[src/rtl/modbus_rtu_response_deframer_unit_defines.svh]
// Assertion macros for the response deframer.
// Depends on nothing; the including module must have clk and rst_n in scope.
`ifndef MODBUS_RTU_RESPONSE_DEFRAMER_UNIT_DEFINES_SVH
`define MODBUS_RTU_RESPONSE_DEFRAMER_UNIT_DEFINES_SVH

// same-cycle implication
`define MRD_ASSERT_NOW(lbl, ante, cons, msg) \
  lbl: assert property (@(posedge clk) disable iff (!rst_n) (ante) |-> (cons)) \
    else $error(msg);

// next-cycle implication
`define MRD_ASSERT_NEXT(lbl, ante, cons, msg) \
  lbl: assert property (@(posedge clk) disable iff (!rst_n) (ante) |=> (cons)) \
    else $error(msg);

`endif

[src/rtl/mrd_pkg.sv]
// Shared types, constants and the CRC-16 byte step for the response deframer.
// Depends on nothing.
`default_nettype none
package mrd_pkg;

  localparam logic [7:0] FN_WRITE_SINGLE = 8'h06;
  localparam logic [7:0] FN_WRITE_MULTI  = 8'h10;
  localparam logic [7:0] FN_READ_HOLD    = 8'h03;
  localparam int         EXC_BIT         = 7;
  localparam int         RUN_BIT         = 2;
  localparam logic [7:0] POS_BYTES       = 8'h04;
  localparam logic [7:0] MAX_COUNT       = 8'd250;
  localparam logic [7:0] MIN_FRAME       = 8'd5;
  localparam logic [7:0] ECHO_LEN        = 8'd8;
  localparam logic [7:0] STATUS_MIN_LEN  = 8'd7;
  localparam logic [15:0] CRC_INIT       = 16'hFFFF;
  localparam logic [15:0] CRC_POLY       = 16'hA001;

  typedef enum logic [1:0] {
    KIND_NONE,
    KIND_STATUS,
    KIND_POS
  } kind_t;

  typedef struct packed {
    logic [7:0] rx_byte;
    kind_t      kind;
  } item_t;

  typedef enum logic [3:0] {
    ST_IDLE,
    ST_CHECK,
    ST_ADDR,
    ST_FN,
    ST_CNT,
    ST_LEN,
    ST_CRC,
    ST_RC0,
    ST_RC1,
    ST_DATA,
    ST_DONE
  } state_t;

  function automatic logic [15:0] crc_byte(input logic [15:0] crc_in, input logic [7:0] b);
    logic [15:0] c;
    c = crc_in ^ {8'h00, b};
    for (int i = 0; i < 8; i++) begin
      c = c[0] ? ((c >> 1) ^ CRC_POLY) : (c >> 1);
    end
    return c;
  endfunction

endpackage
`default_nettype wire

[src/rtl/modbus_rtu_response_deframer_unit.sv]
// Modbus RTU response deframer, top level: config register, front queue, scan engine.
// Depends on mrd_pkg, mrd_front, mrd_back and the defines header.
//
// Usage:
//   in_*  : one received serial byte per word; tdata = rx_byte, tuser = expect_kind.
//   out_* : exactly one result word per input word, in order.
//   cfg_* : writes the slave address; always ready; write only while idle.
// Operation:
//   Each byte is appended to a ring buffer and the buffer is rescanned from its start.
//   A rejected start byte is skipped; a candidate frame is checked byte by byte through
//   the single read port feeding the bytewise CRC unit, and a decoded reply is then
//   read out. The next byte is taken from the queue only after the result is registered.
//   A two-entry queue accepts bytes while the engine scans.
// Reset:
//   Buffer empties, slave address returns to 1, queue and result valid clear.
//   No clearing pass is run.
// Stall:
//   The result is held in the output register until out_tready; the engine
//   then waits, the queue fills and in_tready drops.
`default_nettype none
`include "modbus_rtu_response_deframer_unit_defines.svh"
module modbus_rtu_response_deframer_unit
  import mrd_pkg::*;
#(
  parameter int BUF_BYTES = 64
) (
  input  wire logic        clk,
  input  wire logic        rst_n,
  input  wire logic        in_tvalid,
  output logic             in_tready,
  input  wire logic [7:0]  in_tdata,   // [7:0] rx_byte
  input  wire logic [1:0]  in_tuser,   // [1:0] expect_kind
  output logic             out_tvalid,
  input  wire logic        out_tready,
  // [0] echo_seen, [1] status_valid, [17:2] status_word, [18] running_seen,
  // [19] position_valid, [51:20] position, [55:52] zero
  output logic [55:0]      out_tdata,
  input  wire logic        cfg_valid,
  output logic             cfg_ready,
  input  wire logic [7:0]  cfg_data
);

  logic [7:0]  slave_addr_r;
  logic        q_valid, q_pop;
  item_t       q_item;
  logic        echo_seen, status_valid, running_seen, position_valid;
  logic [15:0] status_word;
  logic [31:0] position;
  logic [$clog2(BUF_BYTES+1)-1:0] fill_level;

  assign cfg_ready = 1'b1;

  always_ff @(posedge clk) begin
    if (!rst_n) begin
      slave_addr_r <= 8'd1;
    end else if (cfg_valid) begin
      slave_addr_r <= cfg_data;
    end
  end

  mrd_front u_front (
    .clk      (clk),
    .rst_n    (rst_n),
    .in_valid (in_tvalid),
    .in_ready (in_tready),
    .in_byte  (in_tdata),
    .in_kind  (in_tuser),
    .q_valid  (q_valid),
    .q_item   (q_item),
    .q_pop    (q_pop)
  );

  mrd_back #(
    .BUF_BYTES (BUF_BYTES)
  ) u_back (
    .clk            (clk),
    .rst_n          (rst_n),
    .slave_address  (slave_addr_r),
    .q_valid        (q_valid),
    .q_item         (q_item),
    .q_pop          (q_pop),
    .out_valid      (out_tvalid),
    .out_ready      (out_tready),
    .echo_seen      (echo_seen),
    .status_valid   (status_valid),
    .status_word    (status_word),
    .running_seen   (running_seen),
    .position_valid (position_valid),
    .position       (position),
    .fill_level     (fill_level)
  );

  assign out_tdata = {4'd0, position, position_valid, running_seen, status_word,
                      status_valid, echo_seen};

  `MRD_ASSERT_NOW(a_fill_bound, 1'b1, fill_level <= ($clog2(BUF_BYTES+1))'(BUF_BYTES), "buffer fill above depth")
  `MRD_ASSERT_NOW(a_status_zero, out_tvalid && !status_valid, status_word == 16'd0 && !running_seen, "status fields set without status reply")
  `MRD_ASSERT_NOW(a_pos_zero, out_tvalid && !position_valid, position == 32'd0, "position set without position reply")

endmodule
`default_nettype wire

[src/rtl/mrd_front.sv]
// Input side: takes bytes, classifies the awaited reply kind, holds a two-entry queue.
// Depends on mrd_pkg.
`default_nettype none
module mrd_front
  import mrd_pkg::*;
(
  input  wire logic       clk,
  input  wire logic       rst_n,
  input  wire logic       in_valid,
  output logic            in_ready,
  input  wire logic [7:0] in_byte,
  input  wire logic [1:0] in_kind,
  output logic            q_valid,
  output item_t           q_item,
  input  wire logic       q_pop
);

  item_t      ent0_r, ent0_nxt, ent1_r, ent1_nxt;
  logic [1:0] fill_r, fill_nxt;
  item_t      cls;
  logic       push;

  always_comb begin
    cls.rx_byte = in_byte;
    case (in_kind)
      2'd1:    cls.kind = KIND_STATUS;
      2'd2:    cls.kind = KIND_POS;
      default: cls.kind = KIND_NONE;
    endcase
  end

  assign in_ready = (fill_r != 2'd2);
  assign push     = in_valid && in_ready;
  assign q_valid  = (fill_r != 2'd0);
  assign q_item   = ent0_r;

  always_comb begin
    ent0_nxt = ent0_r;
    ent1_nxt = ent1_r;
    fill_nxt = fill_r;
    if (q_pop && q_valid) begin
      ent0_nxt = ent1_r;
      fill_nxt = fill_nxt - 2'd1;
    end
    if (push) begin
      if (fill_nxt == 2'd0) begin
        ent0_nxt = cls;
      end else begin
        ent1_nxt = cls;
      end
      fill_nxt = fill_nxt + 2'd1;
    end
  end

  always_ff @(posedge clk) begin
    if (!rst_n) begin
      fill_r <= 2'd0;
    end else begin
      fill_r <= fill_nxt;
    end
    ent0_r <= ent0_nxt;
    ent1_r <= ent1_nxt;
  end

endmodule
`default_nettype wire

[src/rtl/mrd_back.sv]
// Scan engine: ring buffer memory, frame search with bytewise CRC-16, result register.
// Depends on mrd_pkg.
`default_nettype none
module mrd_back
  import mrd_pkg::*;
#(
  parameter int BUF_BYTES = 64
) (
  input  wire logic        clk,
  input  wire logic        rst_n,
  input  wire logic [7:0]  slave_address,
  input  wire logic        q_valid,
  input  wire item_t       q_item,
  output logic             q_pop,
  output logic             out_valid,
  input  wire logic        out_ready,
  output logic             echo_seen,
  output logic             status_valid,
  output logic [15:0]      status_word,
  output logic             running_seen,
  output logic             position_valid,
  output logic [31:0]      position,
  output logic [$clog2(BUF_BYTES+1)-1:0] fill_level
);

  localparam int AW = $clog2(BUF_BYTES);
  localparam int CW = $clog2(BUF_BYTES + 1);
  localparam int SW = ($clog2(2 * BUF_BYTES) > 8) ? $clog2(2 * BUF_BYTES) : 9;

  function automatic logic [AW-1:0] wrap_add(input logic [AW-1:0] a, input logic [SW-1:0] b);
    logic [SW-1:0] s;
    s = SW'(a) + b;
    if (s >= SW'(BUF_BYTES)) s = s - SW'(BUF_BYTES);
    return s[AW-1:0];
  endfunction

  logic [7:0] mem [BUF_BYTES];
  logic [7:0] rd_data_r;

  state_t        state_r, state_nxt;
  logic [AW-1:0] head_r, head_nxt;
  logic [CW-1:0] count_r, count_nxt;
  kind_t         kind_r, kind_nxt;
  logic [7:0]    fn_r, fn_nxt, cnt_r, cnt_nxt, len_r, len_nxt, idx_r, idx_nxt;
  logic [15:0]   crc_r, crc_nxt;
  logic          rc0_ok_r, rc0_ok_nxt, pmode_r, pmode_nxt;
  logic [2:0]    dleft_r, dleft_nxt;
  logic [31:0]   acc_r, acc_nxt;
  logic          echo_r, echo_nxt, st_ok_r, st_ok_nxt, run_r, run_nxt, pos_ok_r, pos_ok_nxt;
  logic [15:0]   status_r, status_nxt;
  logic [31:0]   pos_r, pos_nxt;

  logic          ov_r, ov_nxt;
  logic          o_echo_r, o_echo_nxt, o_st_r, o_st_nxt, o_run_r, o_run_nxt;
  logic          o_pos_ok_r, o_pos_ok_nxt;
  logic [15:0]   o_status_r, o_status_nxt;
  logic [31:0]   o_pos_r, o_pos_nxt;

  logic [AW-1:0] rd_rel, raddr, waddr, base;
  logic          we;
  logic          adv_en;
  logic [7:0]    adv;

  assign raddr = wrap_add(head_r, SW'(rd_rel));
  assign base  = (count_r == CW'(BUF_BYTES)) ? wrap_add(head_r, SW'(1)) : head_r;
  assign waddr = wrap_add(base, (count_r == CW'(BUF_BYTES)) ? SW'(BUF_BYTES - 1) : SW'(count_r));

  always_comb begin
    state_nxt    = state_r;
    head_nxt     = head_r;
    count_nxt    = count_r;
    kind_nxt     = kind_r;
    fn_nxt       = fn_r;
    cnt_nxt      = cnt_r;
    len_nxt      = len_r;
    idx_nxt      = idx_r;
    crc_nxt      = crc_r;
    rc0_ok_nxt   = rc0_ok_r;
    pmode_nxt    = pmode_r;
    dleft_nxt    = dleft_r;
    acc_nxt      = acc_r;
    echo_nxt     = echo_r;
    st_ok_nxt    = st_ok_r;
    run_nxt      = run_r;
    pos_ok_nxt   = pos_ok_r;
    status_nxt   = status_r;
    pos_nxt      = pos_r;
    ov_nxt       = ov_r && !out_ready;
    o_echo_nxt   = o_echo_r;
    o_st_nxt     = o_st_r;
    o_run_nxt    = o_run_r;
    o_pos_ok_nxt = o_pos_ok_r;
    o_status_nxt = o_status_r;
    o_pos_nxt    = o_pos_r;
    rd_rel       = '0;
    we           = 1'b0;
    q_pop        = 1'b0;
    adv_en       = 1'b0;
    adv          = 8'd1;

    case (state_r)
      ST_IDLE: begin
        if (q_valid) begin
          q_pop      = 1'b1;
          we         = 1'b1;
          kind_nxt   = q_item.kind;
          head_nxt   = base;
          count_nxt  = (count_r == CW'(BUF_BYTES)) ? count_r : count_r + CW'(1);
          echo_nxt   = 1'b0;
          st_ok_nxt  = 1'b0;
          run_nxt    = 1'b0;
          pos_ok_nxt = 1'b0;
          status_nxt = '0;
          pos_nxt    = '0;
          state_nxt  = ST_CHECK;
        end
      end
      ST_CHECK: begin
        rd_rel = '0;
        if (SW'(count_r) < SW'(MIN_FRAME)) begin
          state_nxt = ST_DONE;
        end else begin
          state_nxt = ST_ADDR;
        end
      end
      ST_ADDR: begin
        rd_rel = AW'(1);
        if (rd_data_r != slave_address) begin
          adv_en = 1'b1;
        end else begin
          state_nxt = ST_FN;
        end
      end
      ST_FN: begin
        fn_nxt = rd_data_r;
        rd_rel = AW'(2);
        if (rd_data_r == FN_WRITE_SINGLE || rd_data_r == FN_WRITE_MULTI) begin
          len_nxt   = ECHO_LEN;
          state_nxt = ST_LEN;
        end else if (rd_data_r == FN_READ_HOLD) begin
          state_nxt = ST_CNT;
        end else if (rd_data_r[EXC_BIT]) begin
          len_nxt   = MIN_FRAME;
          state_nxt = ST_LEN;
        end else begin
          adv_en = 1'b1;
        end
      end
      ST_CNT: begin
        cnt_nxt = rd_data_r;
        if (rd_data_r > MAX_COUNT) begin
          adv_en = 1'b1;
        end else begin
          len_nxt   = MIN_FRAME + rd_data_r;
          state_nxt = ST_LEN;
        end
      end
      ST_LEN: begin
        rd_rel = '0;
        if (SW'(count_r) < SW'(len_r)) begin
          state_nxt = ST_DONE;
        end else begin
          crc_nxt   = CRC_INIT;
          idx_nxt   = '0;
          state_nxt = ST_CRC;
        end
      end
      ST_CRC: begin
        crc_nxt = crc_byte(crc_r, rd_data_r);
        idx_nxt = idx_r + 8'd1;
        rd_rel  = AW'(idx_r + 8'd1);
        if (idx_r + 8'd1 == len_r - 8'd2) begin
          state_nxt = ST_RC0;
        end
      end
      ST_RC0: begin
        rc0_ok_nxt = (rd_data_r == crc_r[7:0]);
        rd_rel     = AW'(len_r - 8'd1);
        state_nxt  = ST_RC1;
      end
      ST_RC1: begin
        rd_rel = AW'(3);
        if (!(rc0_ok_r && rd_data_r == crc_r[15:8])) begin
          adv_en = 1'b1;
        end else if (fn_r == FN_WRITE_SINGLE) begin
          echo_nxt = 1'b1;
          adv_en   = 1'b1;
          adv      = len_r;
        end else if (fn_r == FN_READ_HOLD && len_r >= STATUS_MIN_LEN &&
                     kind_r == KIND_STATUS) begin
          pmode_nxt = 1'b0;
          dleft_nxt = 3'd2;
          idx_nxt   = 8'd3;
          state_nxt = ST_DATA;
        end else if (fn_r == FN_READ_HOLD && kind_r == KIND_POS && cnt_r == POS_BYTES) begin
          pmode_nxt = 1'b1;
          dleft_nxt = 3'd4;
          idx_nxt   = 8'd3;
          state_nxt = ST_DATA;
        end else begin
          adv_en = 1'b1;
          adv    = len_r;
        end
      end
      ST_DATA: begin
        acc_nxt   = {acc_r[23:0], rd_data_r};
        idx_nxt   = idx_r + 8'd1;
        rd_rel    = AW'(idx_r + 8'd1);
        dleft_nxt = dleft_r - 3'd1;
        if (dleft_r == 3'd1) begin
          if (pmode_r) begin
            pos_nxt    = {acc_r[23:0], rd_data_r};
            pos_ok_nxt = 1'b1;
          end else begin
            status_nxt = {acc_r[7:0], rd_data_r};
            st_ok_nxt  = 1'b1;
            run_nxt    = run_r | rd_data_r[RUN_BIT];
          end
          adv_en = 1'b1;
          adv    = len_r;
        end
      end
      ST_DONE: begin
        if (!ov_r || out_ready) begin
          ov_nxt       = 1'b1;
          o_echo_nxt   = echo_r;
          o_st_nxt     = st_ok_r;
          o_run_nxt    = run_r;
          o_pos_ok_nxt = pos_ok_r;
          o_status_nxt = st_ok_r ? status_r : '0;
          o_pos_nxt    = pos_ok_r ? pos_r : '0;
          state_nxt    = ST_IDLE;
        end
      end
      default: state_nxt = ST_IDLE;
    endcase

    if (adv_en) begin
      head_nxt  = wrap_add(head_r, SW'(adv));
      count_nxt = count_r - CW'(adv);
      state_nxt = ST_CHECK;
    end
  end

  always_ff @(posedge clk) begin
    if (we) begin
      mem[waddr] <= q_item.rx_byte;
    end
    rd_data_r <= mem[raddr];
  end

  always_ff @(posedge clk) begin
    if (!rst_n) begin
      state_r <= ST_IDLE;
      head_r  <= '0;
      count_r <= '0;
      ov_r    <= 1'b0;
    end else begin
      state_r <= state_nxt;
      head_r  <= head_nxt;
      count_r <= count_nxt;
      ov_r    <= ov_nxt;
    end
    kind_r     <= kind_nxt;
    fn_r       <= fn_nxt;
    cnt_r      <= cnt_nxt;
    len_r      <= len_nxt;
    idx_r      <= idx_nxt;
    crc_r      <= crc_nxt;
    rc0_ok_r   <= rc0_ok_nxt;
    pmode_r    <= pmode_nxt;
    dleft_r    <= dleft_nxt;
    acc_r      <= acc_nxt;
    echo_r     <= echo_nxt;
    st_ok_r    <= st_ok_nxt;
    run_r      <= run_nxt;
    pos_ok_r   <= pos_ok_nxt;
    status_r   <= status_nxt;
    pos_r      <= pos_nxt;
    o_echo_r   <= o_echo_nxt;
    o_st_r     <= o_st_nxt;
    o_run_r    <= o_run_nxt;
    o_pos_ok_r <= o_pos_ok_nxt;
    o_status_r <= o_status_nxt;
    o_pos_r    <= o_pos_nxt;
  end

  assign out_valid      = ov_r;
  assign echo_seen      = o_echo_r;
  assign status_valid   = o_st_r;
  assign status_word    = o_status_r;
  assign running_seen   = o_run_r;
  assign position_valid = o_pos_ok_r;
  assign position       = o_pos_r;
  assign fill_level     = count_r;

endmodule
`default_nettype wire
[config.mk]
export PLATFORM = sky130hd
export DESIGN_NAME = modbus_rtu_response_deframer_unit
export DESIGN_NICKNAME = d
export VERILOG_FILES = /design/src/rtl/mrd_pkg.sv /design/src/rtl/modbus_rtu_response_deframer_unit.sv /design/src/rtl/mrd_front.sv /design/src/rtl/mrd_back.sv
export VERILOG_INCLUDE_DIRS = /design/src /design/src/rtl
export SDC_FILE = /design/constraint.sdc
export NUM_CORES = 1
export LEC_CHECK = 0
export BUFFER_PORTS_ARGS = -buffer_cell sky130_fd_sc_hd__buf_2
export CORE_MARGIN = 5
export CORE_UTILIZATION = 48
export DETAILED_ROUTE_END_ITERATION = 10
export SLEW_MARGIN = 30
export SYNTH_ARGS = -nofsm -noshare
export SYNTH_HDL_FRONTEND = slang
export SYNTH_HIERARCHICAL = 1
export SYNTH_SLANG_ARGS = --single-unit
[constraint.sdc]
create_clock -name clk -period 5.5 [get_ports clk]
set_input_delay 1.375 -clock clk [delete_from_list [all_inputs] [get_ports clk]]
set_output_delay 1.375 -clock clk [all_outputs]
set_load 0.02 [all_outputs]
After elaboration in Yosys (flattened, before gate mapping)

Memory sizes are Yosys's and may differ from the RTL's. A register that Yosys moved wholly into a read port is not among the register bits.
Cells that the tools add are included.

Memory bits (writable): 512
Output and inout bits: 59
Logic and storage cells: 275
Input bits: 23
Flip-flop bits (word level): 231
Memories kept: 1

Memories:

| name       | depth | width | rd ports | clocked after memory_dff | wr ports | line           | text |
|---|---|---|---|---|---|---|---|
| u_back.mem | 64    | 8     | 1        | 1                        | 1        | mrd_back.sv:37 | `logic [7:0] mem [BUF_BYTES];` |

Order comparisons: 8
Reduce and logical (&&, ||, !) cells: 41
Muxes and demuxes: 107
Equality and inequality tests: 54
Bitwise logic cells: 14
$add $sub $neg: 17

Operator list:

| operator            | count |
|---|---|
| $mux 16             | 12 |
| $mux 8              | 14 |
| $mux 32             | 3 |
| $pmux 16 s2         | 2 |
| $pmux 32 s2         | 1 |
| $mux 4              | 14 |
| $mux 6              | 8 |
| $pmux 4 s11         | 1 |
| $mux 7              | 5 |
| $pmux 8 s2          | 2 |
| $mux 10             | 3 |
| $pmux 6 s5          | 1 |
| $sub 6x1->6 const B | 5 |
| $mux 1              | 27 |
| $eq 8x3->1 const B  | 3 |
| $eq 8x8->1          | 3 |
| $not 2->3           | 8 |
| $pmux 8 s3          | 1 |
| $reduce_and 4->1    | 6 |
| $reduce_and 10->1   | 2 |
| $ge 9x7->1 const B  | 2 |
| $reduce_bool 2->1   | 9 |
| $eq 4x3->1 const B  | 4 |
| $eq 8x2->1 const B  | 2 |
| other kinds (51)    | 103 |

Logic depth before layout (Yosys ltp)

Gate-level depths: netlist of the first run.

Depth after elaboration: 18
Depth in mapped cells: 20
Gate-level depth less buffers: 17

Modules after synthesis

Netlist of the first run, hierarchy kept.

Modules (own cells, without submodules):

| module                            | sequential area each (um2) | area an instance (um2) | cells each | instances |
|---|---|---|---|---|
| mrd_back                          | 21,390.5                   | 29,704.7               | 1,612      | 1 |
| mrd_front                         | 540.5                      | 910.9                  | 75         | 1 |
| modbus_rtu_response_deframer_unit | 160.2                      | 374.1                  | 36         | 1 |

Worst setup path before layout of the first run

OpenSTA, ideal clock, no wires.

Path type: in2reg
Start point: in out_tready
End point: reg u_back.o_echo_r (netlist: u_back/echo_seen) (enable)
Data arrival time: 3,834 ps
Setup time: 468 ps
Slack: 1,199 ps
Data required time: 5,032 ps
Cell stages on the path: 2
Path buffers: 0
Cell sequence: nand2b_1 -> nor2b_1

Longest elaborated chain between the ends: 2

RTL lines:

| element                           | line                                    | text |
|---|---|---|
| start: declaration                | modbus_rtu_response_deframer_unit.sv:34 | `input wire logic out_tready,` |
| $logic_or 1x1->1                  | mrd_back.sv:224                         | `if (!ov_r \|\| out_ready) begin` |
| $reduce_and 2->1 (no source line) | -                                       |  |
| end signal: assignment            | mrd_back.sv:280                         | `o_echo_r <= o_echo_nxt;` |
| end: declaration                  | mrd_back.sv:54                          | `logic o_echo_r, o_echo_nxt, o_st_r, o_st_nxt, o_run_r, o_run_nxt;` |

No other way between the ends.
A chain may end at the register's enable or synchronous reset.

Worst setup path after layout of the first run

Start point: reg u_back.state_r[0]
End point: reg u_back.rd_data_r[4] (read register of u_back.mem)

Longest elaborated chain between the ends: 6
Elaborated cells on any way between the ends: 12
Classes of those cells: 2 x add/sub; 1 x order compare; 6 x eq/ne; 2 x mux; 1 x reduce/logical

RTL lines:

| element                                          | line            | text |
|---|---|---|
| start: declaration                               | mrd_back.sv:40  | `state_t state_r, state_nxt;` |
| start signal: assignment                         | mrd_back.sv:259 | `state_r <= state_nxt;` |
| $eq 4x3->1 / $eq 4x4->1 (equally long branches)  | mrd_back.sv:101 | `case (state_r)` |
| $reduce_or 2->1 (no source line)                 | -               |  |
| $pmux 6 s5 *                                     | mrd_back.sv:101 |  |
| $add 6x6->7 *                                    | mrd_back.sv:32  | `s = SW'(a) + b;` |
| $sub 6x1->6 / $ge 7x7->1 (equally long branches) | mrd_back.sv:33  | `if (s >= SW'(BUF_BYTES)) s = s - SW'(BUF_BYTES);` |
| $mux 6 *                                         | mrd_back.sv:33  |  |
| end: declaration                                 | mrd_back.sv:38  | `logic [7:0] rd_data_r;` |

Mark *: on every way between the ends. The rest lies on a longest branch, timed or not.

==> Flow_metrics.wiki, run 1 <==
{| class="wikitable"
! Metric !! Value
|-
| Post-route setup TNS || 0 ns
|-
| CP Capture Type || flip-flop
|-
| Number of cells on the worst reg-to-reg path || 11
|-
| Most used standard cell by instance count after synthesis || edfxtp_1
|-
| Post-synthesis instance total || 1723
|-
| Cts repair resizes || 0
|-
| Number of distinct library cell variants in the gate-level netlist after synthesis || 75
|-
| Fraction of the mapped netlist area in compound gates || 2.73%
|-
| Main flop type after synthesis || edfxtp_1
|-
| Max Freq || 196 MHz
|-
| Slew Viols, Final || 0
|-
| Initial core utilization || 48.2%
|-
| Largest net degree at the start of global routing || 68
|-
| Peak supply drop || 0.000410 V
|-
| Area of the placeable core || 64200 µm²
|-
| Number of top-level pins || 82
|-
| Average detailed-routed wire length per instance || 24.3 µm
|-
| Count of unresolved DRC violations after routing || 0
|-
| Area growth, synth to finish || 13.7%
|-
| Combinational family with the most area after synthesis || multiplexers
|-
| TritonCTS clock tree || yes
|-
| Number of global-route vias before repair || 16.0k
|-
| Number of cells after detailed placement || 2648
|-
| Share of synthesized flip-flops with an asynchronous set or reset || 0%
|-
| Sinks on Clock Net || 751
|-
| Fraction of final layout cells sized beyond drive strength 1 || 24.0%
|-
| Share of the synthesized area in the top cell type || 68.3%
|-
| Final hold viol count || 0
|-
| Area share of xor/xnor cells in the synthesized design || 2.68%
|-
| Most frequent cells after synthesis || edfxtp_1 (705), mux4_2 (160), nor2_1 (130)
|-
| Adder and majority gate portion of the synthesized area || 2.08%
|-
| Layout net count || 1946
|-
| Die outline area || 69700 µm²
|-
| Number of cell rows || 93
|-
| Crit start category || flip-flop
|-
| CTS Hold Buffers Added || 0
|-
| Max-slew headroom || 32.5%
|-
| Number of diodes || 0
|-
| Yosys reg bits || 751
|-
| PD cells || 581 nW/µm²
|-
| Post-route non-filler standard cell count || 2792
|-
| Worst EP arrival || 5.59 ns
|-
| Largest fanout of any net on the critical path || 40
|-
| Total clock buffers created by CTS || 79
|-
| Setup-failing EPs final || 0
|-
| Clock-pin slew on the worst setup and hold paths || 0.06 ns
|-
| Post-Place Setup Slack || 0.436 ns
|-
| Vias after detailed routing || 15.7k
|-
| Worst reg2reg setup slack || 0.39 ns
|-
| # Max-Cap Violations || 0
|-
| Power consumption || 0.0205 W
|-
| Path category of the worst min-delay check || reg -> reg
|-
| Die extent in y || 264 µm
|-
| Final hold slack || 0.438 ns
|-
| Fin crit period || 5.11 ns
|-
| Crit Reg-Reg Startpoint || u_back/state_r[0]$_SDFFE_PN0P_
|-
| Pre-antenna DRT Iters || 5
|-
| Synth Warn # || 6
|-
| Iteration-0 DRC Markers || 1249
|-
| CTS Root Buffer Type || clkbuf_16
|-
| Number of buffers inserted by port buffering || 76
|-
| R2R Path End || u_back/rd_data_r[4]$_DFF_P_
|-
| Multiplexer fraction of the synthesized cell area || 12.7%
|-
| Category of the critical setup timing path || reg -> reg
|-
| Total GRT Usage || 19.4%
|-
| Post-synth EDFFs || 705
|-
| Clock latency on the worst-skew pair || 0.62 ns
|-
| Mapped Avg Cell Area || 18.0 µm²
|-
| Worst-case setup margin in the final layout || 0.387 ns
|-
| Max Clock Skew || 0.0176 ns
|-
| Cell taking the most area after synthesis || edfxtp_1
|-
| Detailed placement HPWL || 42700 µm
|-
| Worst Path Required || 5.98 ns
|-
| Total wire length after detailed routing || 67800 µm
|-
| Last element of the critical path || u_back/rd_data_r[4]$_DFF_P_
|-
| CP Launch Point || u_back/state_r[0]$_SDFFE_PN0P_
|-
| Standby leakage power || 11.7 nW
|-
| RSZ-0062 raised after global routing || no
|-
| Vias per inst || 5.61
|-
| Chip width || 264 µm
|-
| Portion of the post-synthesis area used by sequential elements || 71.3%
|-
| Buffers inserted during post-CTS setup optimization || 0
|-
| Synth area leaders || edfxtp_1 (68%), mux4_2 (12%), dfxtp_1 (3.0%)
|-
| Max Buffers Root-to-Sink || 3
|-
| Area share of and/or/nand/nor cells after synthesis || 6.67%
|-
| Global-route wire length before repair || 103000 µm
|-
| CTS H-Tree Depth || 3
|-
| Worst Max-Slew Pin Slew || 1.01 ns
|-
| Run status || completed
|-
| Total gr overflow || 0
|-
| Number of routed nets with antenna violations || 0
|-
| Number of antenna violations at the first check in global routing || 0
|-
| Final worst-path cycle share || 93.0%
|-
| Summed instance area of the synthesized netlist || 31000 µm²
|-
| Gp weighted congestion || 0.881
|}
metrics by stage:
stage          utilization [%]  area (µm²)
3_3_place_gp              50.9       32700
2_1_floorplan                -       31000
3_5_place_dp              50.9       32700
6_report                  54.9       35200
5_1_grt                   54.9       35200
4_1_cts                   54.8       35200
state kept, by name, summed over array words and instances (netlist names), 3 cells and up:
name,count
u_back/state_r,4
u_back/crc_r,16
u_back/head_r,6
u_back/mem,512
u_back/fn_r,8
u_back/dleft_r,3
u_back/pos_r,32
u_back/acc_r,24
u_back/rd_data_r,8
slave_addr_r,8
u_back/status_word,16
u_back/position,32
u_front/ent1_r,10
u_back/fill_level,7
u_back/status_r,16
u_front/q_item,10
u_back/idx_r,8
u_back/len_r,8
u_back/cnt_r,8
power breakdown:
group | internal, W | switching (W)
Clock | 0.00301 | 0.00218
Sequential | 0.00749 | 0.000517
Combinational | 0.00330 | 0.00398
how the worst min path moves through the flow:
stage	start	endpoint	slack [ns]	cells past startpoint
floorplan	u_back/echo_r$_DFFE_PP_	u_back/echo_seen$_DFFE_PP_	0.40	0
global route	u_back/acc_r[14]$_DFFE_PP_	u_back/acc_r[22]$_DFFE_PP_	0.45	0
finish	u_back/acc_r[14]$_DFFE_PP_	u_back/acc_r[22]$_DFFE_PP_	0.44	0
global placement	u_back/acc_r[15]$_DFFE_PP_	u_back/acc_r[23]$_DFFE_PP_	0.43	0
CTS	u_back/acc_r[15]$_DFFE_PP_	u_back/acc_r[23]$_DFFE_PP_	0.44	0
detailed placement	u_back/acc_r[1]$_DFFE_PP_	u_back/acc_r[9]$_DFFE_PP_	0.42	0
worst max-delay path: stages, from the launching register on:
cell	delay (ns)
dfxtp_1	0.67
nor2_1	0.22
nand3_1	0.23
o21ai_0	0.16
a221o_1	0.35
ha_4	0.19
fa_4	1.15
buf_12	0.32
mux4_2	0.36
mux4_2	0.54
a211oi_1	0.55
a21oi_1	0.08
cell families (layout without fill, tap and decap cells):
| kind of cell | after synthesis | in the layout |
|---|---|---|
| AO/OA/AOI/OAI | 125 | 125 |
| multiplexers | 193 | 193 |
| buffers and inverters | 114 | 325 |
| XOR/XNOR | 92 | 92 |
| flip-flops | 751 | 751 |
| AND/OR/NAND/NOR | 397 | 397 |
| adder cells (fa/ha/maj) | 49 | 49 |
| other | 2 | 5 |
per-layer routing:
layer	vias to the layer above	track usage [%]	part of all wire [%]	wire length, µm
li1	7026	-	-	-
met1	7990	26.9	42	28300
met2	536	31.9	49	33200
met3	116	3.63	6.5	4430
met4	0	5.58	2.8	1890
met5	-	0	0	0
area by class of cell:
cell class | instances | area (µm²)
clock buffers | 96 | 2090
repair buffers | 145 | 936
flip-flops and latches | 751 | 22100
multi-input cells | 861 | 8430
inverters | 36 | 135
fillers | 5091 | 29000
clock inverters | 48 | 459
well taps | 855 | 1070
cells in the final DEF, fill, tap and decap left out, drive strengths merged, types with 26 or more instances in the layout:
cell and count:
inv 37, buf 145, nor2 131, clkbuf 96, nand2b 26, xnor2 73
edfxtp 705, mux2i 32, ha 45, mux4 160, a21oi 44, dfxtp 46
nor2b 26, nand2 53, clkinv 32, nand3 29, and2 85
Power figures use the tool's default switching activity.
==> inputs of run 2 (changes only) <==
- CTS_BUF_LIST: not set -> sky130_fd_sc_hd__clkbuf_8
==> run 2 against run 1 <==
Net effect: register-to-register slack about the same; clock skew up 0.018 ns; core utilization down 0.73 points; setup slack better by 0.0098 ns; first-iteration DRC count down 1.5%; hold slack worse by 0.00067 ns; total power down 5.0%; sequential power about the same; critical path type unchanged; die area unchanged; combinational power about the same.
==> Flow_metrics.wiki, run 2 (synthesis gave the netlist of run 1 again) <==
{| class="wikitable"
! Metric !! Value
|-
| Run status || completed
|-
| Footprint of the flip-flops and latches || 22100 µm² (unchanged)
|-
| Total clock buffers created by CTS || 117 (+48%)
|-
| Max Buffers Root-to-Sink || 3 (unchanged)
|-
| TritonCTS clock tree || yes
|-
| Clock latency on the worst-skew pair || 0.71 ns (+0.09 ns)
|-
| Total GRT Usage || 19.5% (+0.080 points)
|-
| Detailed placement HPWL || 42700 µm (unchanged)
|-
| Share of total power in the clock network || 21.4% (-4.0 points)
|-
| Path category of the worst min-delay check || reg -> reg
|-
| Number of cells on the worst reg-to-reg path || 11 (unchanged)
|-
| Instance count along the most critical hold path || 0 (unchanged)
|-
| Flip-flop count of the largest register after layout || 512 (unchanged)
|-
| Average detailed-routed wire length per instance || 23.8 µm (-1.9%)
|-
| Switching Fraction || 33.9% (+1.4 points)
|-
| Combined area of the multi-input logic cells || 8430 µm² (unchanged)
|-
| Die extent in y || 264 µm (unchanged)
|-
| Total wire length after detailed routing || 68200 µm (+0.51%)
|-
| Initial core utilization || 48.2% (unchanged)
|-
| CTS H-Tree Depth || 3 (unchanged)
|-
| Setup-failing EPs final || 0 (unchanged)
|-
| Final hold viol count || 0 (unchanged)
|-
| Max Clock Skew || 0.0356 ns (+0.0179 ns)
|-
| Area of the placeable core || 64200 µm² (unchanged)
|-
| Layout net count || 1984 (+2.0%)
|-
| Cell internal power dissipation || 0.0128 W (-6.9%)
|-
| Number of top-level pins || 82 (unchanged)
|-
| CP Capture Type || flip-flop
|-
| Clock-pin slew on the worst setup and hold paths || 0.06 ns (about the same)
|-
| Number of global-route vias before repair || 16.2k (+1.7%)
|-
| Most frequent cells in the layout || edfxtp_1 (705), mux4_2 (160), nor2_1 (128)
|-
| Peak supply drop || 0.000432 V (+5.3%)
|-
| Top reg by flops || u_back/mem
|-
| Final worst-path cycle share || 92.8% (-0.18 points)
|-
| Leading cell type in the layout, fill and taps excluded || edfxtp_1
|-
| Number of routed nets with antenna violations || 0 (unchanged)
|-
| Fin crit period || 5.10 ns (-0.00979 ns)
|-
| Vias per inst || 5.54 (-1.3%)
|-
| Share of power burned in combinational logic || 37.5% (+1.9 points)
|-
| Standby leakage power || 11.7 nW (about the same)
|-
| Cell area after placement || 32700 µm² (unchanged)
|-
| Chip width || 264 µm (unchanged)
|-
| Max-slew headroom || 32.4% (-0.13 points)
|-
| Layout filler cell count || 5222 (+2.6%)
|-
| Buffers inserted during post-CTS setup optimization || 0 (unchanged)
|-
| Iteration-0 DRC Markers || 1230 (-1.5%)
|-
| Largest fanout of any net on the critical path || 40 (unchanged)
|-
| Largest net degree at the start of global routing || 68 (unchanged)
|-
| Vias after detailed routing || 15.8k (+1.2%)
|-
| # Max-Cap Violations || 0 (unchanged)
|-
| Max Freq || 196 MHz (+0.19%)
|-
| Fraction of final layout cells sized beyond drive strength 1 || 24.1% (+0.19 points)
|-
| Crit start category || flip-flop
|-
| Worst EP arrival || 5.66 ns (+0.07 ns)
|-
| CTS Hold Buffers Added || 0 (unchanged)
|-
| Category of the critical setup timing path || reg -> reg
|-
| Sinks on Clock Net || 751 (unchanged)
|-
| Sequential fraction of design power || 41.2% (+2.1 points)
|-
| Worst Max-Slew Pin Slew || 1.01 ns (+0.00317 ns)
|-
| Number of cell rows || 93 (unchanged)
|-
| Post-route setup TNS || 0 ns (unchanged)
|-
| Total gr overflow || 0 (unchanged)
|-
| Switching power || 0.00660 W (-1.0%)
|-
| Die outline area || 69700 µm² (unchanged)
|-
| Worst Path Required || 6.05 ns (+0.07 ns)
|-
| Final cell area excluding filler cells || 34800 µm² (-1.3%)
|-
| Global-route wire length before repair || 103000 µm (+0.56%)
|-
| CTS Root Buffer Type || clkbuf_8
|-
| Number of antenna violations at the first check in global routing || 1 (+1)
|-
| Slew Viols, Final || 0 (unchanged)
|-
| Gp weighted congestion || 0.881 (unchanged)
|-
| PD cells || 560 nW/µm² (-3.7%)
|-
| Count of unresolved DRC violations after routing || 0 (unchanged)
|-
| RSZ-0062 raised after global routing || no
|-
| Pre-antenna DRT Iters || 6 (+1)
|-
| Area growth, synth to finish || 12.2%
|-
| Number of buffers inserted by port buffering || 76 (unchanged)
|-
| Cts repair resizes || 0 (unchanged)
|}
## run 2: cell count changes in the layout (fill, tap and decap cells not counted), sizes merged
cell and change:
clkinvlp -7, inv +46, clkinv +8, clkbuf +27, bufinv -6, diode +1
## run 2: layer usage
metal,up-vias,part of all wire [%],global-route usage [%]
li1,7115,-,-
met1,8097,42,26.7
met5,-,0,0
met4,0,2.6,6.38
met3,116,6.2,3.91
met2,521,49,31.8
## run 2: worst paths after layout
| path | start | end | slack [ns] |
|---|---|---|---|
| worst max-delay path | u_back/state_r[0]$_SDFFE_PN0P_ | u_back/rd_data_r[4]$_DFF_P_ | 0.40 |
| worst min register to register | u_back/acc_r[15]$_DFFE_PP_ | u_back/acc_r[23]$_DFFE_PP_ | 0.44 |
| worst max register to register | u_back/state_r[0]$_SDFFE_PN0P_ | u_back/rd_data_r[4]$_DFF_P_ | 0.40 |
| worst min-delay path | u_back/acc_r[15]$_DFFE_PP_ | u_back/acc_r[23]$_DFFE_PP_ | 0.44 |
## run 2: worst max-delay path: stages, from the launching register on
cell,delay [ns]
dfxtp_1,0.67
nor2_1,0.22
nand3_1,0.23
o21ai_0,0.16
a221o_1,0.35
ha_4,0.18
fa_4,1.15
buf_12,0.33
mux4_2,0.36
mux4_2,0.54
a211oi_1,0.58
a21oi_1,0.08
## run 2: layout make-up
cell class                      count  share of cell area [%]
Timing Repair Buffer              145                    2.69
Clock buffer                      123                    4.87
Clock inverter                     89                    1.12
Inverter                           36                   0.389
Multi-Input combinational cell    861                    24.3
Sequential cell                   751                    63.6
Antenna cell                        1                 0.00720
Tap cell                          855                    3.08
## run 2: stage by stage
| step | std cells | power (W) | hold WS (ns) | setup slack, ns | utilization (%) |
|---|---|---|---|---|---|
| final | 2861 | 0.0195 | 0.438 | 0.397 | 54.1 |
| after floorplan | 1726 | 0.0132 | 0.400 | 1.20 | - |
| after CTS | 2860 | 0.0197 | 0.441 | 0.405 | 54.1 |
| after detailed placement | 2648 | 0.0155 | 0.423 | 0.436 | 50.9 |
| after global placement | 2648 | 0.0154 | 0.427 | 0.469 | 50.9 |
| after global routing | 2861 | 0.0205 | 0.447 | 0.144 | 54.1 |
## run 2: power groups by stage
| stage | clock network (W) | registers (W) | logic (W) |
|---|---|---|---|
| 2_1_floorplan | 0 | 0.00805 | 0.00516 |
| 3_3_place_gp | 0 | 0.00812 | 0.00727 |
| 3_5_place_dp | 0 | 0.00814 | 0.00737 |
| 4_1_cts | 0.00430 | 0.00802 | 0.00740 |
| 5_1_grt | 0.00455 | 0.00809 | 0.00785 |
| 6_report | 0.00416 | 0.00801 | 0.00729 |
==> inputs of run 3 (changes only) <==
- ABC_AREA: not set -> 1
==> run 3 against run 2 <==
Net effect: die area rose by 3.7%; fmax increased by 3.8%; routed wire length rose by 16%; cell area is 2.6% higher; via count increased by 35%; final cell count is 35% higher; clock power increased by 6.3%; flip-flop and latch count is the same; sequential share of layout area fell by 1.6 points; non-clock buffer count decreased by 37; total power increased by 9.6%; critical path type unchanged.
==> Flow_metrics.wiki, run 3 <==
{| class="wikitable"
! Metric !! Value
|-
| Power consumption || 0.0213 W (+9.6%)
|-
| Most frequent cells in the layout || edfxtp_1 (705), nor2_1 (497), nand2_1 (408)
|-
| Area share of xor/xnor cells in the synthesized design || 1.54% (-1.1 points)
|-
| Average detailed-routed wire length per instance || 20.5 µm (-14%)
|-
| Cells traversed along the worst timing path || inv_1 > nand2_1 > nor2_1 > buf_4 > inv_1 > nand2_1 > a21oi_1 > o221ai_1 > ha_4 > fa_4 > buf_4 > o21ai_0 > o221ai_1 > nand3_1 > nand2_1 > nand2_1 > o31ai_1 > nand2_1 > nand2_1
|-
| Flip-flop count of the largest register after layout || 512 (unchanged)
|-
| Clock latency on the worst-skew pair || 0.72 ns (about the same)
|-
| Total wire length after detailed routing || 78800 µm (+16%)
|-
| Peak per-stage delay on the critical path || 1.18 ns (+0.03 ns)
|-
| Slew Viols, Final || 0 (unchanged)
|-
| Area of the placeable core || 66800 µm² (+4.0%)
|-
| Summed instance area of the synthesized netlist || 32200 µm² (+3.8%)
|-
| Category of the critical setup timing path || reg -> reg
|-
| Largest fanout of any net on the critical path || 47 (+18%)
|-
| Clock-pin slew on the worst setup and hold paths || 0.06 ns (about the same)
|-
| Number of cell rows || 95 (+2.2%)
|-
| Standby leakage power || 13.4 nW (+14%)
|-
| Setup-failing EPs final || 0 (unchanged)
|-
| Total clock buffers created by CTS || 121 (+3.4%)
|-
| Multiplexer fraction of the synthesized cell area || 0% (-13 points)
|-
| Layout filler cell count || 5806 (+11%)
|-
| Combined area of the multi-input logic cells || 8760 µm² (+3.9%)
|-
| Max Freq || 203 MHz (+3.8%)
|-
| Detailed placement HPWL || 47400 µm (+11%)
|-
| Yosys reg bits || 751 (unchanged)
|-
| RSZ-0062 raised after global routing || no
|-
| CTS Root Buffer Type || clkbuf_8
|-
| Post-route setup TNS || 0 ns (unchanged)
|-
| Vias after detailed routing || 21.3k (+35%)
|-
| Combinational family with the most area after synthesis || simple AND/OR/NAND/NOR gates
|-
| Top reg by flops || u_back/mem
|-
| Number of top-level pins || 82 (unchanged)
|-
| Area share of and/or/nand/nor cells after synthesis || 14.0% (+7.3 points)
|-
| Startpoint of the most critical hold path || u_front/q_item[0]$_DFF_P_
|-
| Vias per inst || 5.53 (-0.17%)
|-
| TritonCTS clock tree || yes
|-
| Number of distinct library cell variants in the gate-level netlist after synthesis || 62 (-17%)
|-
| Most used standard cell by instance count after synthesis || edfxtp_1
|-
| CP Launch Point || u_back/state_r[0]$_SDFFE_PN0P_
|-
| Max Clock Skew || 0.0395 ns (+0.00394 ns)
|-
| Mapped Avg Cell Area || 11.6 µm² (-36%)
|-
| PD cells || 598 nW/µm² (+6.9%)
|-
| Max Buffers Root-to-Sink || 3 (unchanged)
|-
| Path category of the worst min-delay check || reg -> reg
|-
| Portion of the post-synthesis area used by sequential elements || 68.6% (-2.6 points)
|-
| Share of synthesized flip-flops with an asynchronous set or reset || 0% (unchanged)
|-
| Number of cells after detailed placement || 3630 (+37%)
|-
| Post-synth EDFFs || 705 (unchanged)
|-
| Final hold slack || 0.433 ns (-0.00506 ns)
|-
| Footprint of the flip-flops and latches || 22100 µm² (about the same)
|-
| Max-slew headroom || 37.5% (+5.1 points)
|-
| Adder and majority gate portion of the synthesized area || 2.00% (-0.077 points)
|-
| Run status || completed
|-
| Worst Path Required || 6.16 ns (+0.11 ns)
|-
| Final hold viol count || 0 (unchanged)
|-
| Most frequent cells after synthesis || edfxtp_1 (705), nor2_1 (498), nand2_1 (408)
|-
| Worst Max-Slew Pin Slew || 0.934 ns (-0.0763 ns)
|-
| Cell taking the most area after synthesis || edfxtp_1
|-
| Crit Reg-Reg Startpoint || u_back/state_r[0]$_SDFFE_PN0P_
|-
| Pre-antenna DRT Iters || 5 (-1)
|-
| Final worst-path cycle share || 89.4% (-3.4 points)
|-
| Synth area leaders || edfxtp_1 (66%), nor2_1 (5.8%), nand2_1 (4.8%)
|-
| Share of the synthesized area in the top cell type || 65.8% (-2.5 points)
|-
| Core utilization of the finished layout || 53.4% (-0.75 points)
|-
| Most frequent CP cell || nand2_1
|-
| Initial core utilization || 48.2% (-0.071 points)
|-
| Synth Warn # || 6 (unchanged)
|-
| Layout net count || 2952 (+49%)
|-
| Fraction of the mapped netlist area in compound gates || 9.37% (+6.6 points)
|-
| Main flop type after synthesis || edfxtp_1
|-
| Global-route wire length before repair || 120000 µm (+17%)
|-
| Total gr overflow || 0 (unchanged)
|-
| Gp weighted congestion || 0.868 (-1.4%)
|-
| CP Capture Type || flip-flop
|-
| CTS Hold Buffers Added || 0 (unchanged)
|-
| # Max-Cap Violations || 0 (unchanged)
|-
| Crit start category || flip-flop
|-
| Largest net degree at the start of global routing || 158 (+130%)
|-
| Slowest cell on crit path || fa_4
|-
| Peak supply drop || 0.000675 V (+56%)
|-
| Buffers inserted during post-CTS setup optimization || 0 (unchanged)
|-
| Cts repair resizes || 0 (unchanged)
|-
| Number of antenna violations at the first check in global routing || 1 (unchanged)
|-
| Total GRT Usage || 21.4% (+1.9 points)
|-
| Number of global-route vias before repair || 20.9k (+29%)
|-
| Iteration-0 DRC Markers || 1748 (+42%)
|-
| Fin crit period || 4.92 ns (-0.185 ns)
|-
| Chip width || 269 µm (+1.8%)
|-
| Die extent in y || 269 µm (+1.8%)
|-
| Number of routed nets with antenna violations || 0 (unchanged)
|-
| Count of unresolved DRC violations after routing || 0 (unchanged)
|-
| CTS H-Tree Depth || 3 (unchanged)
|-
| Die outline area || 72300 µm² (+3.7%)
|-
| Post-synthesis instance total || 2785 (+62%)
|-
| Sinks on Clock Net || 751 (unchanged)
|-
| Fraction of final layout cells sized beyond drive strength 1 || 11.9% (-12 points)
|-
| Leading cell type in the layout, fill and taps excluded || edfxtp_1
|-
| Number of buffers inserted by port buffering || 76 (unchanged)
|-
| Area growth, synth to finish || 10.8%
|-
| Post-route non-filler standard cell count || 3855 (+35%)
|-
| Worst EP arrival || 5.57 ns (-0.09 ns)
|}
## run 3: cell types whose count changed in the layout (fill, tap and decap cells not counted), moves of 32 or more
cell	delta
xnor2_1	-42
mux4_2	-160
and2_1	-82
nand3_1	+52
nor2_1	+369
inv_1	+154
mux2i_1	-32
buf_4	-39
nand2_1	+355
o22ai_1	+65
o21ai_0	+281
o221ai_1	+61
## run 3: kinds of logic after synthesis
logic type      Yosys count
simple gates           1071
flops                   751
compound gates          515
buf+inv                 345
xor+xnor                 52
fa+ha+maj                49
other cells               2
## run 3: final cells by class
cell class              instances  share of cell area (%)
flip-flops and latches        751                    62.0
repair buffers                108                    1.90
clock inverters                93                    1.23
well taps                     873                    3.06
multi-input cells            1692                    24.6
diodes                          1                 0.00702
inverters                     206                    2.18
clock buffers                 131                    5.06
## run 3: critical path, delay by kind of cell (launching register included)
kind | cells | cell delay (ns)
compound gates | 5 | 1.04
fa+ha+maj | 2 | 1.41
buf+inv | 4 | 1.00
flops | 1 | 0.37
simple gates | 8 | 0.96
## run 3: report_power, final
| part | leakage [nW] | internal [W] | switching (W) |
|---|---|---|---|
| registers | 6.85 | 0.00755 | 0.000492 |
| logic | 5.19 | 0.00243 | 0.00644 |
| clock network | 1.33 | 0.00227 | 0.00214 |
## run 3: per-layer routing
layer  vias up  routed length (µm)  GRT usage (%)  share of wire (%)
met5         -                   0              0                  0
met3       153                5090           3.51                6.5
met4         0                2430           7.81                3.1
met2       769               37900           35.7                 48
li1       9969                   -              -                  -
met1     10400               33400           28.7                 42
## run 3: final timing paths
check	cells past startpoint	slack (ns)	to
max	19	0.58	u_back/rd_data_r[2]$_DFF_P_
max reg2reg	19	0.58	u_back/rd_data_r[2]$_DFF_P_
min reg2reg	0	0.43	u_back/kind_r[0]$_DFFE_PP_
min	0	0.43	u_back/kind_r[0]$_DFFE_PP_
## run 3: metrics by stage
stage | cell area [µm²] | setup slack (ns)
3_5_place_dp | 33400 | 0.649
5_1_grt | 35700 | 0.274
6_report | 35700 | 0.581
4_1_cts | 35700 | 0.632
2_1_floorplan | 32200 | 1.44
3_3_place_gp | 33400 | 0.763
